**config.mk**
```make
export PLATFORM = sky130hd
export DESIGN_NAME = tcw_ctrl
export DESIGN_NICKNAME = d
export VERILOG_FILES = /design/src/design/assert_macros.svh /design/src/design/tcw_pkg.sv /design/src/design/tcw_ctrl.sv
export SDC_FILE = /design/constraint.sdc
export NUM_CORES = 1
export LEC_CHECK = 0
export BUFFER_PORTS_ARGS = -buffer_cell sky130_fd_sc_hd__clkbuf_2
export CORE_UTILIZATION = 39
export CTS_BUF_LIST = sky130_fd_sc_hd__clkbuf_2 sky130_fd_sc_hd__clkbuf_4 sky130_fd_sc_hd__clkbuf_8
export CTS_CLUSTER_SIZE = 30
export DETAILED_ROUTE_END_ITERATION = 6
export PLACE_DENSITY = 0.62
export SETUP_SLACK_MARGIN = 0.05
export SYNTH_ARGS = -nofsm -noshare
export SYNTH_HDL_FRONTEND = slang
export SYNTH_SLANG_ARGS = --single-unit
```
**constraint.sdc**
```tcl
create_clock -name clk_i -period 7.1 [get_ports clk_i]
set_input_delay 0.71 -clock clk_i [delete_from_list [all_inputs] [get_ports clk_i]]
set_output_delay 0.71 -clock clk_i [all_outputs]
set_load 0.02 [all_outputs]
```
**src/design/assert_macros.svh**
```systemverilog
// Assertion macros used by the text console writer core.
`ifndef ASSERT_MACROS_SVH
`define ASSERT_MACROS_SVH

// Same-cycle implication, sampled on clk_i and disabled during reset.
`define ASSERT_IMPL(name, ante, cons) \
  name: assert property (@(posedge clk_i) disable iff (!rst_ni) (ante) |-> (cons)) \
    else $error("same-cycle property violated");

// Next-cycle implication, sampled on clk_i and disabled during reset.
`define ASSERT_NEXT(name, ante, cons) \
  name: assert property (@(posedge clk_i) disable iff (!rst_ni) (ante) |=> (cons)) \
    else $error("next-cycle property violated");

`endif

```
**src/design/tcw_pkg.sv**
```systemverilog
// Package with the item types and constants of the text console writer.
`default_nettype none

package tcw_pkg;

  localparam int DEF_ROWS = 25;
  localparam int DEF_COLS = 80;
  localparam int CELL_W   = 16;
  localparam int CPOS_W   = 11;

  localparam logic [1:0] FUNC_PUT   = 2'd0;
  localparam logic [1:0] FUNC_CLEAR = 2'd1;
  localparam logic [1:0] FUNC_READ  = 2'd2;

  localparam logic [7:0] NEWLINE_CODE = 8'h0A;
  localparam logic [7:0] SPACE_CODE   = 8'h20;
  localparam logic [7:0] RESET_COLOR  = 8'h07;

  typedef struct packed {
    logic [1:0] func;
    logic [7:0] char_code;
    logic [4:0] cell_row;
    logic [6:0] cell_col;
  } in_item_t;

  typedef struct packed {
    logic [CPOS_W-1:0] cursor_pos;
    logic [7:0]        cell_char;
    logic [7:0]        cell_attr;
  } out_item_t;

endpackage

`default_nettype wire

```
**src/design/tcw_ctrl.sv**
```systemverilog
// Sequencer of the text console writer with the shared row-times-columns address unit.
`default_nettype none

module tcw_ctrl #(
  parameter int ROWS = 25,
  parameter int COLS = 80,
  parameter int AW   = 11
) (
  input  wire logic                   clk_i,
  input  wire logic                   rst_ni,
  input  wire logic                   in_valid_i,
  output logic                        in_stall_o,
  input  wire tcw_pkg::in_item_t      in_data_i,
  output logic                        out_valid_o,
  input  wire logic                   out_stall_i,
  output tcw_pkg::out_item_t          out_data_o,
  input  wire logic [7:0]             text_color_i,
  output logic                        ram_we_o,
  output logic [AW-1:0]               ram_waddr_o,
  output logic [tcw_pkg::CELL_W-1:0]  ram_wdata_o,
  output logic [AW-1:0]               ram_raddr_o,
  input  wire logic [tcw_pkg::CELL_W-1:0] ram_rdata_i
);

  import tcw_pkg::*;

  localparam int NCELLS = ROWS * COLS;
  localparam int RW     = (ROWS > 1) ? $clog2(ROWS) : 1;
  localparam int CLW    = $clog2(COLS + 1);
  localparam int LW     = $clog2(NCELLS + 1);

  typedef enum logic [3:0] {
    S_FILL, S_IDLE, S_WRAP, S_CHAR, S_SCROLL, S_DRAIN, S_CURS, S_RD, S_RDW, S_DONE
  } state_e;

  state_e            state_q, state_d;
  state_e            ret_q, ret_d;
  logic [AW-1:0]     addr_q, addr_d;
  logic [AW-1:0]     wr_addr_q, wr_addr_d;
  logic              copy_q, copy_d;
  logic              init_q, init_d;
  in_item_t          req_q, req_d;
  logic [CLW-1:0]    col_q, col_d;
  logic [RW-1:0]     row_q, row_d;
  logic [CPOS_W-1:0] hw_q, hw_d;
  logic [7:0]        cchar_q, cchar_d;
  logic [7:0]        cattr_q, cattr_d;
  logic              out_valid_q, out_valid_d;
  out_item_t         out_q, out_d;

  logic [RW-1:0]     op_row;
  logic [CLW-1:0]    op_col;
  logic [LW-1:0]     lin;
  logic [RW:0]       row_inc;
  logic [RW:0]       row_wrap;

  always_comb begin
    op_row = (state_q == S_RD) ? RW'(req_q.cell_row) : row_q;
    op_col = (state_q == S_RD) ? CLW'(req_q.cell_col) : col_q;
    lin    = LW'(LW'(op_row) * LW'(COLS)) + LW'(op_col);
  end

  always_comb begin
    row_inc  = {1'b0, row_q} + (RW+1)'(1);
    row_wrap = (32'(col_q) >= COLS) ? row_inc : {1'b0, row_q};
  end

  always_comb begin
    state_d     = state_q;
    ret_d       = ret_q;
    addr_d      = addr_q;
    wr_addr_d   = wr_addr_q;
    copy_d      = copy_q;
    init_d      = init_q;
    req_d       = req_q;
    col_d       = col_q;
    row_d       = row_q;
    hw_d        = hw_q;
    cchar_d     = cchar_q;
    cattr_d     = cattr_q;
    out_valid_d = out_valid_q;
    out_d       = out_q;
    ram_we_o    = 1'b0;
    ram_waddr_o = addr_q;
    ram_wdata_o = {text_color_i, SPACE_CODE};
    ram_raddr_o = lin[AW-1:0];

    if (out_valid_q && !out_stall_i) begin
      out_valid_d = 1'b0;
    end

    unique case (state_q)
      S_FILL: begin
        ram_we_o    = 1'b1;
        ram_waddr_o = addr_q;
        ram_wdata_o = init_q ? {RESET_COLOR, SPACE_CODE} : {text_color_i, SPACE_CODE};
        if (addr_q == AW'(NCELLS - 1)) begin
          init_d  = 1'b0;
          state_d = ret_q;
        end else begin
          addr_d = addr_q + AW'(1);
        end
      end
      S_IDLE: begin
        if (in_valid_i) begin
          req_d   = in_data_i;
          cchar_d = 8'd0;
          cattr_d = 8'd0;
          case (in_data_i.func)
            FUNC_PUT: begin
              state_d = S_WRAP;
            end
            FUNC_CLEAR: begin
              col_d   = '0;
              row_d   = '0;
              addr_d  = '0;
              ret_d   = S_DONE;
              state_d = S_FILL;
            end
            FUNC_READ: begin
              if ((32'(in_data_i.cell_row) < ROWS) && (32'(in_data_i.cell_col) < COLS)) begin
                state_d = S_RD;
              end else begin
                state_d = S_DONE;
              end
            end
            default: begin
              state_d = S_DONE;
            end
          endcase
        end
      end
      S_WRAP: begin
        if (32'(col_q) >= COLS) begin
          col_d = '0;
        end
        if (32'(row_wrap) >= ROWS) begin
          row_d   = RW'(ROWS - 1);
          addr_d  = '0;
          copy_d  = 1'b0;
          ret_d   = S_CHAR;
          state_d = S_SCROLL;
        end else begin
          row_d   = row_wrap[RW-1:0];
          state_d = S_CHAR;
        end
      end
      S_CHAR: begin
        if (req_q.char_code == NEWLINE_CODE) begin
          col_d = '0;
          if (32'(row_inc) >= ROWS) begin
            row_d   = RW'(ROWS - 1);
            addr_d  = '0;
            copy_d  = 1'b0;
            ret_d   = S_CURS;
            state_d = S_SCROLL;
          end else begin
            row_d   = row_inc[RW-1:0];
            state_d = S_CURS;
          end
        end else begin
          ram_we_o    = 1'b1;
          ram_waddr_o = lin[AW-1:0];
          ram_wdata_o = {text_color_i, req_q.char_code};
          col_d       = col_q + CLW'(1);
          state_d     = S_CURS;
        end
      end
      S_SCROLL: begin
        ram_raddr_o = addr_q + AW'(COLS);
        ram_we_o    = copy_q;
        ram_waddr_o = wr_addr_q;
        ram_wdata_o = ram_rdata_i;
        wr_addr_d   = addr_q;
        copy_d      = 1'b1;
        addr_d      = addr_q + AW'(1);
        if (addr_q == AW'(NCELLS - COLS - 1)) begin
          state_d = S_DRAIN;
        end
      end
      S_DRAIN: begin
        ram_we_o    = 1'b1;
        ram_waddr_o = wr_addr_q;
        ram_wdata_o = ram_rdata_i;
        copy_d      = 1'b0;
        state_d     = S_FILL;
      end
      S_CURS: begin
        hw_d    = CPOS_W'(lin);
        state_d = S_DONE;
      end
      S_RD: begin
        state_d = S_RDW;
      end
      S_RDW: begin
        cchar_d = ram_rdata_i[7:0];
        cattr_d = ram_rdata_i[15:8];
        state_d = S_DONE;
      end
      S_DONE: begin
        if (!out_valid_q || !out_stall_i) begin
          out_valid_d      = 1'b1;
          out_d.cursor_pos = hw_q;
          out_d.cell_char  = cchar_q;
          out_d.cell_attr  = cattr_q;
          state_d          = S_IDLE;
        end
      end
      default: begin
        state_d = S_IDLE;
      end
    endcase
  end

  always_ff @(posedge clk_i or negedge rst_ni) begin
    if (!rst_ni) begin
      state_q     <= S_FILL;
      ret_q       <= S_IDLE;
      addr_q      <= '0;
      wr_addr_q   <= '0;
      copy_q      <= 1'b0;
      init_q      <= 1'b1;
      req_q       <= '0;
      col_q       <= '0;
      row_q       <= '0;
      hw_q        <= '0;
      cchar_q     <= '0;
      cattr_q     <= '0;
      out_valid_q <= 1'b0;
      out_q       <= '0;
    end else begin
      state_q     <= state_d;
      ret_q       <= ret_d;
      addr_q      <= addr_d;
      wr_addr_q   <= wr_addr_d;
      copy_q      <= copy_d;
      init_q      <= init_d;
      req_q       <= req_d;
      col_q       <= col_d;
      row_q       <= row_d;
      hw_q        <= hw_d;
      cchar_q     <= cchar_d;
      cattr_q     <= cattr_d;
      out_valid_q <= out_valid_d;
      out_q       <= out_d;
    end
  end

  assign in_stall_o  = (state_q != S_IDLE);
  assign out_valid_o = out_valid_q;
  assign out_data_o  = out_q;

endmodule

`default_nettype wire

```
==> flow_metrics.tcl, run 1 <==
set metrics [dict create \
    status "completed" \
    numPortBuffers 117 \
    leakagePower_nw 3.83 \
    antenna_found_initial 0 \
    htreeDepth 4 \
    cp-startpoint "state_q[0]$_DFFE_PN0P_" \
    cts_buffers 17 \
    ys_seq_area_share_pct 45.7 \
    final_common_cell "nand2_1" \
    wl_per_cell_um 17.5 \
    synthDistinctLibCells 59 \
    routed_wl_mm 18.1 \
    cts_tree "yes" \
    async_flop_share_pct 100 \
    cts-root-buf "clkbuf_8" \
    hp-class "in2async" \
    postCtsSetupBuffers 0 \
    place_hpwl_mm 13.3 \
    clkTransAtPathRegs_ns 0.08 \
    hold_slack_ns 0.281 \
    fp-row-count 46 \
    rsz0062_at_grt "false" \
    worstSetupPathType "reg2out" \
    numPlacedInstances 1002 \
    worst_slew_pin_slew_ns 1.12 \
    synth_xor_xnor_area_share_pct 1.61 \
    synth_fp_nets 773 \
    setup_viol 0 \
    final_cell_mix "126 x nand2_1, 117 x dfrtp_1, 116 x clkbuf_2" \
    synthMuxAreaShare_pct 10.6 \
    route.detailed.drc 0 \
    placeableCoreArea_sq_um 16100 \
    synth-seq-cells 119 \
    gp_congestion 0.888 \
    insertion_delay_ns 0.46 \
    setup_slack_ns 1.84 \
    cts-resized-gates 0 \
    required_ns 6.39 \
    syn_area_per_cell_sq_um 9.25 \
    synth_cells 705 \
    relSlewSlack_pct 24.9 \
    initialDrtViolationCount 383 \
    period_minus_slack_ns 5.26 \
    pre_cts_ws_ns 2.34 \
    overflow 0 \
    fin_area_sq_um 7710 \
    fmax_mhz 190 \
    synth_top_area_share_pct 44.9 \
    synth_top_area_cell "dfrtp_1" \
    clk_path_buf_depth 2 \
    hold_viol 0 \
    synth-compound-area-share_pct 16.1 \
    initial_core_util_pct 40.5 \
    grt_pass1_wl_mm 29.5 \
    post_dp_cell_area_sq_um 7260 \
    layout-drive-gt1-share_pct 27.3 \
    ir_drop_uv 203 \
    die_x_um 131 \
    skew_ns 0.0139 \
    area_delta_synth_final_pct 18.2 \
    critPathArrivalTime_ns 4.55 \
    yosys_warnings 0 \
    fin_setup_tns_ns 0 \
    final_nets 873 \
    ys.flop_type "dfrtp_1" \
    syn_area_sq_um 6520 \
    power_density_nw_per_um2 230 \
    postCtsHoldBufs 0 \
    synth_fa_ha_area_share_pct 3.68 \
    antenna_left 0 \
    cp_max_fo 26 \
    worstSetupEndpointType "output port" \
    fin_cells 1034 \
    grt_max_degree 69 \
    grt.total_usage_pct 22.1 \
    synth_top_family_by_area "simple AND/OR/NAND/NOR gates" \
    vias 5574 \
    start_kind "register" \
    synth-edff-count 0 \
    ioPinCount 118 \
    slew_violations 0 \
    synth-simple-area-share_pct 18.5 \
    fp.dieH_um 131 \
    cts_sinks 119 \
    synthTopCellsByArea "dfrtp_1 45%, mux2_2 10%, nand2_1 7.2%" \
    grt_pass1_vias 5332 \
    via_per_inst 5.39 \
    r2r_start "state_q[0]$_DFFE_PN0P_" \
    period_share_pct 74.0 \
    dr.pass1.iters 5 \
    die_area_sq_um 17200 \
    diodes 0 \
    maxCapViolCount 0 \
]
-- cell type report --
cell class | instances | area [sq um]
clock buffer | 18 | 248
tap | 216 | 270
timing repair buffer | 123 | 633
sequential | 119 | 2980
multi-input combinational | 522 | 3300
clock inverter | 14 | 199
inverter | 22 | 82.6
fill | 1568 | 8410
-- per-stage QoR --
stage | power (mW) | util, %
after floorplan | 0.985 | -
after global placement | 1.09 | 45.1
after detailed placement | 1.09 | 45.1
after CTS | 1.79 | 47.8
after global routing | 1.86 | 47.8
final | 1.77 | 47.8
-- worst max-delay path: stages (launching register included) --
cell,delay [ns]
dfrtp_1,0.82
nand3_1,0.66
mux2_2,0.51
ha_1,0.29
ha_1,0.17
inv_1,0.06
fa_1,0.37
xnor2_1,0.23
nor3b_1,0.26
xnor2_1,0.12
xnor2_1,0.28
o21ai_0,0.14
clkbuf_2,0.17
-- routing by layer --
layer / routed length, um / GRT usage [%] / vias to the layer above / share of wire (%)
met5: 0 / 0 / - / 0
met4: 482 / 9.75 / 0 / 2.7
met3: 848 / 4.82 / 35 / 4.7
met2: 8420 / 34.0 / 161 / 46
met1: 8380 / 30.0 / 2677 / 46
li1: - / - / 2701 / -
-- registers in the layout, summed over array words and instances (netlist names), 4 cells and up --
register / cells
addr_q: 11
cattr_q: 8
cchar_q: 8
col_q: 7
hw_q: 11
out_data_o: 27
req_q: 20
ret_q: 4
row_q: 5
state_q: 4
wr_addr_q: 11
-- cell usage after synthesis (2+ instances only) --
cell      instances
buf_1             3
and3_1            5
o22ai_1           3
xor2_1            4
xnor2_1           8
inv_1            22
dfrtp_1         117
o21a_1            3
a22oi_1          12
ha_1             16
nor3_1           10
nor3b_1           6
mux2_2           58
a22o_1            9
a31oi_1          12
buf_2             6
fa_1              2
o21ai_0          67
mux2i_1           4
clkbuf_1         32
a221o_1           2
a21oi_1          34
o311ai_0          3
nor4_1            8
nor2_1           44
nand2b_1          8
dfstp_2           2
or3_1             3
a211oi_1          3
nor2b_1           5
o211ai_1          3
nand4_1           7
o21bai_1          2
or4_1             2
and2_1            5
nand3_1          19
o22a_1            2
nand3b_1          2
or3b_2            2
nor3_2            2
a211o_1           2
nand2_1         126
a21o_1            4
-- cells by family after synthesis --
kind of cell / Yosys count
mux: 62
compound gates: 171
flops: 119
xor+xnor: 12
buf+inv: 64
fa+ha+maj: 18
simple gates: 259
-- final timing paths --
kind / end / slack (ns) / cells after the start
worst max-delay path: ram_raddr_o[10] / 1.84 / 12
worst min register to register: wr_addr_q[10]$_DFFE_PN0P_ / 0.48 / 2
min in group clk_i: cattr_q[5]$_DFFE_PN0P_ / 0.47 / 3
max in group asynchronous: req_q[2]$_DFFE_PN0P_ / 5.50 / 2
worst max register to register: hw_q[10]$_DFFE_PN0N_ / 3.04 / 11
worst min-delay path: wr_addr_q[7]$_DFFE_PN0P_ / 0.28 / 1
-- where the power goes --
part           switching, mW  internal [mW]
logic                  0.165          0.116
registers             0.0732          0.728
clock network          0.298          0.393
(Power assumes the default switching activity.)
==> run 2, diff against run 1 <==
PLACE_DENSITY = 0.65   (was 0.62)
clock period = 4.3 ns   (was 7.1 ns; I/O delays follow)
==> flow_metrics.tcl, run 2 (synthesis results as in run 1) <==
set metrics [dict create \
    hp-class "in2async" \
    violations "design-rule violations" \
    cp_max_fo 8 \
    clkTransAtPathRegs_ns 0.07 \
    cts_tree "yes" \
    placeableCoreArea_sq_um 16100 \
    insertion_delay_ns 0.45 \
    grt_max_degree 52 \
    ir_drop_uv 328 \
    hold_viol 0 \
    final_common_cell "nand2_1" \
    route.detailed.drc 5 \
    p_total_mw 2.89 \
    layout-drive-gt1-share_pct 28.4 \
    place_hpwl_mm 13.7 \
    grt.total_usage_pct 22.1 \
    required_ns 3.87 \
    worstSetupEndpointType "output port" \
    worstReg2RegEnd "hw_q[10]$_DFFE_PN0N_" \
    final_cell_mix "126 x nand2_1, 117 x dfrtp_1, 116 x clkbuf_2" \
    postCtsSetupBuffers 0 \
    die_x_um 131 \
    skew_ns 0.00965 \
    fin_setup_tns_ns 0 \
    cts_buffers 17 \
    fmax_mhz 250 \
    nFillCells 1585 \
    numPlacedInstances 1010 \
    worstSetupPathType "reg2out" \
    cp-startpoint "state_q[2]$_DFFE_PN0P_" \
    status "complete, but fails checks" \
    grt_pass1_wl_mm 29.6 \
    r2r_start "state_q[2]$_DFFE_PN0P_" \
    fin_util_pct 48.3 \
    fp-row-count 46 \
    ff_latch_area_sq_um 2980 \
    fin_cells 1041 \
    worst_slew_pin_slew_ns 1.06 \
    die_area_sq_um 17200 \
    multi_input_area_sq_um 3320 \
    ioPinCount 118 \
    clk_path_buf_depth 2 \
    r2r_cells 12 \
    r2r_slack_ns 1.27 \
    vias 5705 \
    endpoint "ram_waddr_o[10]" \
    rsz0062_at_grt "false" \
    power_density_nw_per_um2 371 \
    critPathArrivalTime_ns 3.56 \
    initial_core_util_pct 40.5 \
    postCtsHoldBufs 0 \
    initialDrtViolationCount 444 \
    via_per_inst 5.48 \
    fp.dieH_um 131 \
    largest_reg_flops 27 \
    numPortBuffers 117 \
    cts-root-buf "clkbuf_8" \
    overflow 0 \
    gp_congestion 0.917 \
    final_nets 881 \
    leakagePower_nw 3.88 \
    relSlewSlack_pct 28.7 \
    grt_pass1_vias 5397 \
    diodes 0 \
    start_kind "register" \
    routed_wl_mm 18.4 \
    maxCapViolCount 0 \
    dr.pass1.iters 7 \
    area_delta_synth_final_pct 19.2 \
    htreeDepth 4 \
    setup_viol 0 \
    antenna_found_initial 0 \
    cts_sinks 119 \
    cts-resized-gates 0 \
    hold_slack_ns 0.0241 \
    wl_per_cell_um 17.7 \
    period_minus_slack_ns 3.99 \
    antenna_left 0 \
    period_share_pct 92.9 \
    slew_violations 0 \
]
==> run 2: changes by cell type in the layout (fill, tap and decap cells not counted), sizes merged <==
cell      change
inv           -1
clkinv        +1
buf           +8
clkinvlp      -1
==> run 2: critical path, stage by stage, from the launching register on <==
cell	delay, ns
dfrtp_1	0.38
nor2b_2	0.18
nand3_4	0.13
buf_4	0.20
mux2_2	0.37
ha_1	0.19
ha_1	0.21
inv_1	0.08
fa_1	0.48
nor3b_2	0.23
xnor2_1	0.15
xnor2_1	0.12
o21ai_0	0.20
clkbuf_2	0.21
==> run 2: layout make-up <==
class | count | share of cell area (%)
inverter | 22 | 1.06
sequential | 119 | 38.3
multi-input combinational | 522 | 42.7
timing repair buffer | 131 | 8.91
clock buffer | 18 | 3.18
clock inverter | 13 | 2.32
tap | 216 | 3.47
==> run 2: stage by stage <==
step	instance area [sq um]	setup slack (ns)
2_1_floorplan	6520	0.264
3_3_place_gp	7320	0.707
3_5_place_dp	7320	0.561
4_1_cts	7750	0.0501
5_1_grt	7780	0.0627
6_report	7780	0.306
==> run 2: power by group <==
| group | leakage (nW) | total, mW | switching (mW) | internal [mW] |
|---|---|---|---|---|
| logic | 2.09 | 0.461 | 0.270 | 0.191 |
| registers | 1.58 | 1.32 | 0.117 | 1.20 |
| clock network | 0.210 | 1.11 | 0.467 | 0.640 |
| total | 3.88 | 2.89 | 0.854 | 2.03 |
==> run 2: metal layers <==
layer | global-route usage [%] | share of wire, % | vias to the layer above
li1 | - | - | 2712
met1 | 30.9 | 47 | 2789
met2 | 33.8 | 46 | 171
met3 | 3.63 | 4.5 | 33
met4 | 9.82 | 3.0 | 0
met5 | 0 | 0 | -
==> run 2: worst min-delay path by stage <==
stage                         startpoint                        end  slack (ns)  cells past startpoint
5_1_grt                           rst_ni   wr_addr_q[3]$_DFFE_PN0P_        0.06                      1
3_5_place_dp   wr_addr_q[10]$_DFFE_PN0P_  wr_addr_q[10]$_DFFE_PN0P_        0.46                      2
4_1_cts                           rst_ni   wr_addr_q[2]$_DFFE_PN0P_        0.04                      1
2_1_floorplan                     rst_ni      addr_q[0]$_DFFE_PN0P_        0.13                      0
6_report                          rst_ni      addr_q[3]$_DFFE_PN0P_        0.02                      1
3_3_place_gp    wr_addr_q[9]$_DFFE_PN0P_   wr_addr_q[9]$_DFFE_PN0P_        0.46                      2
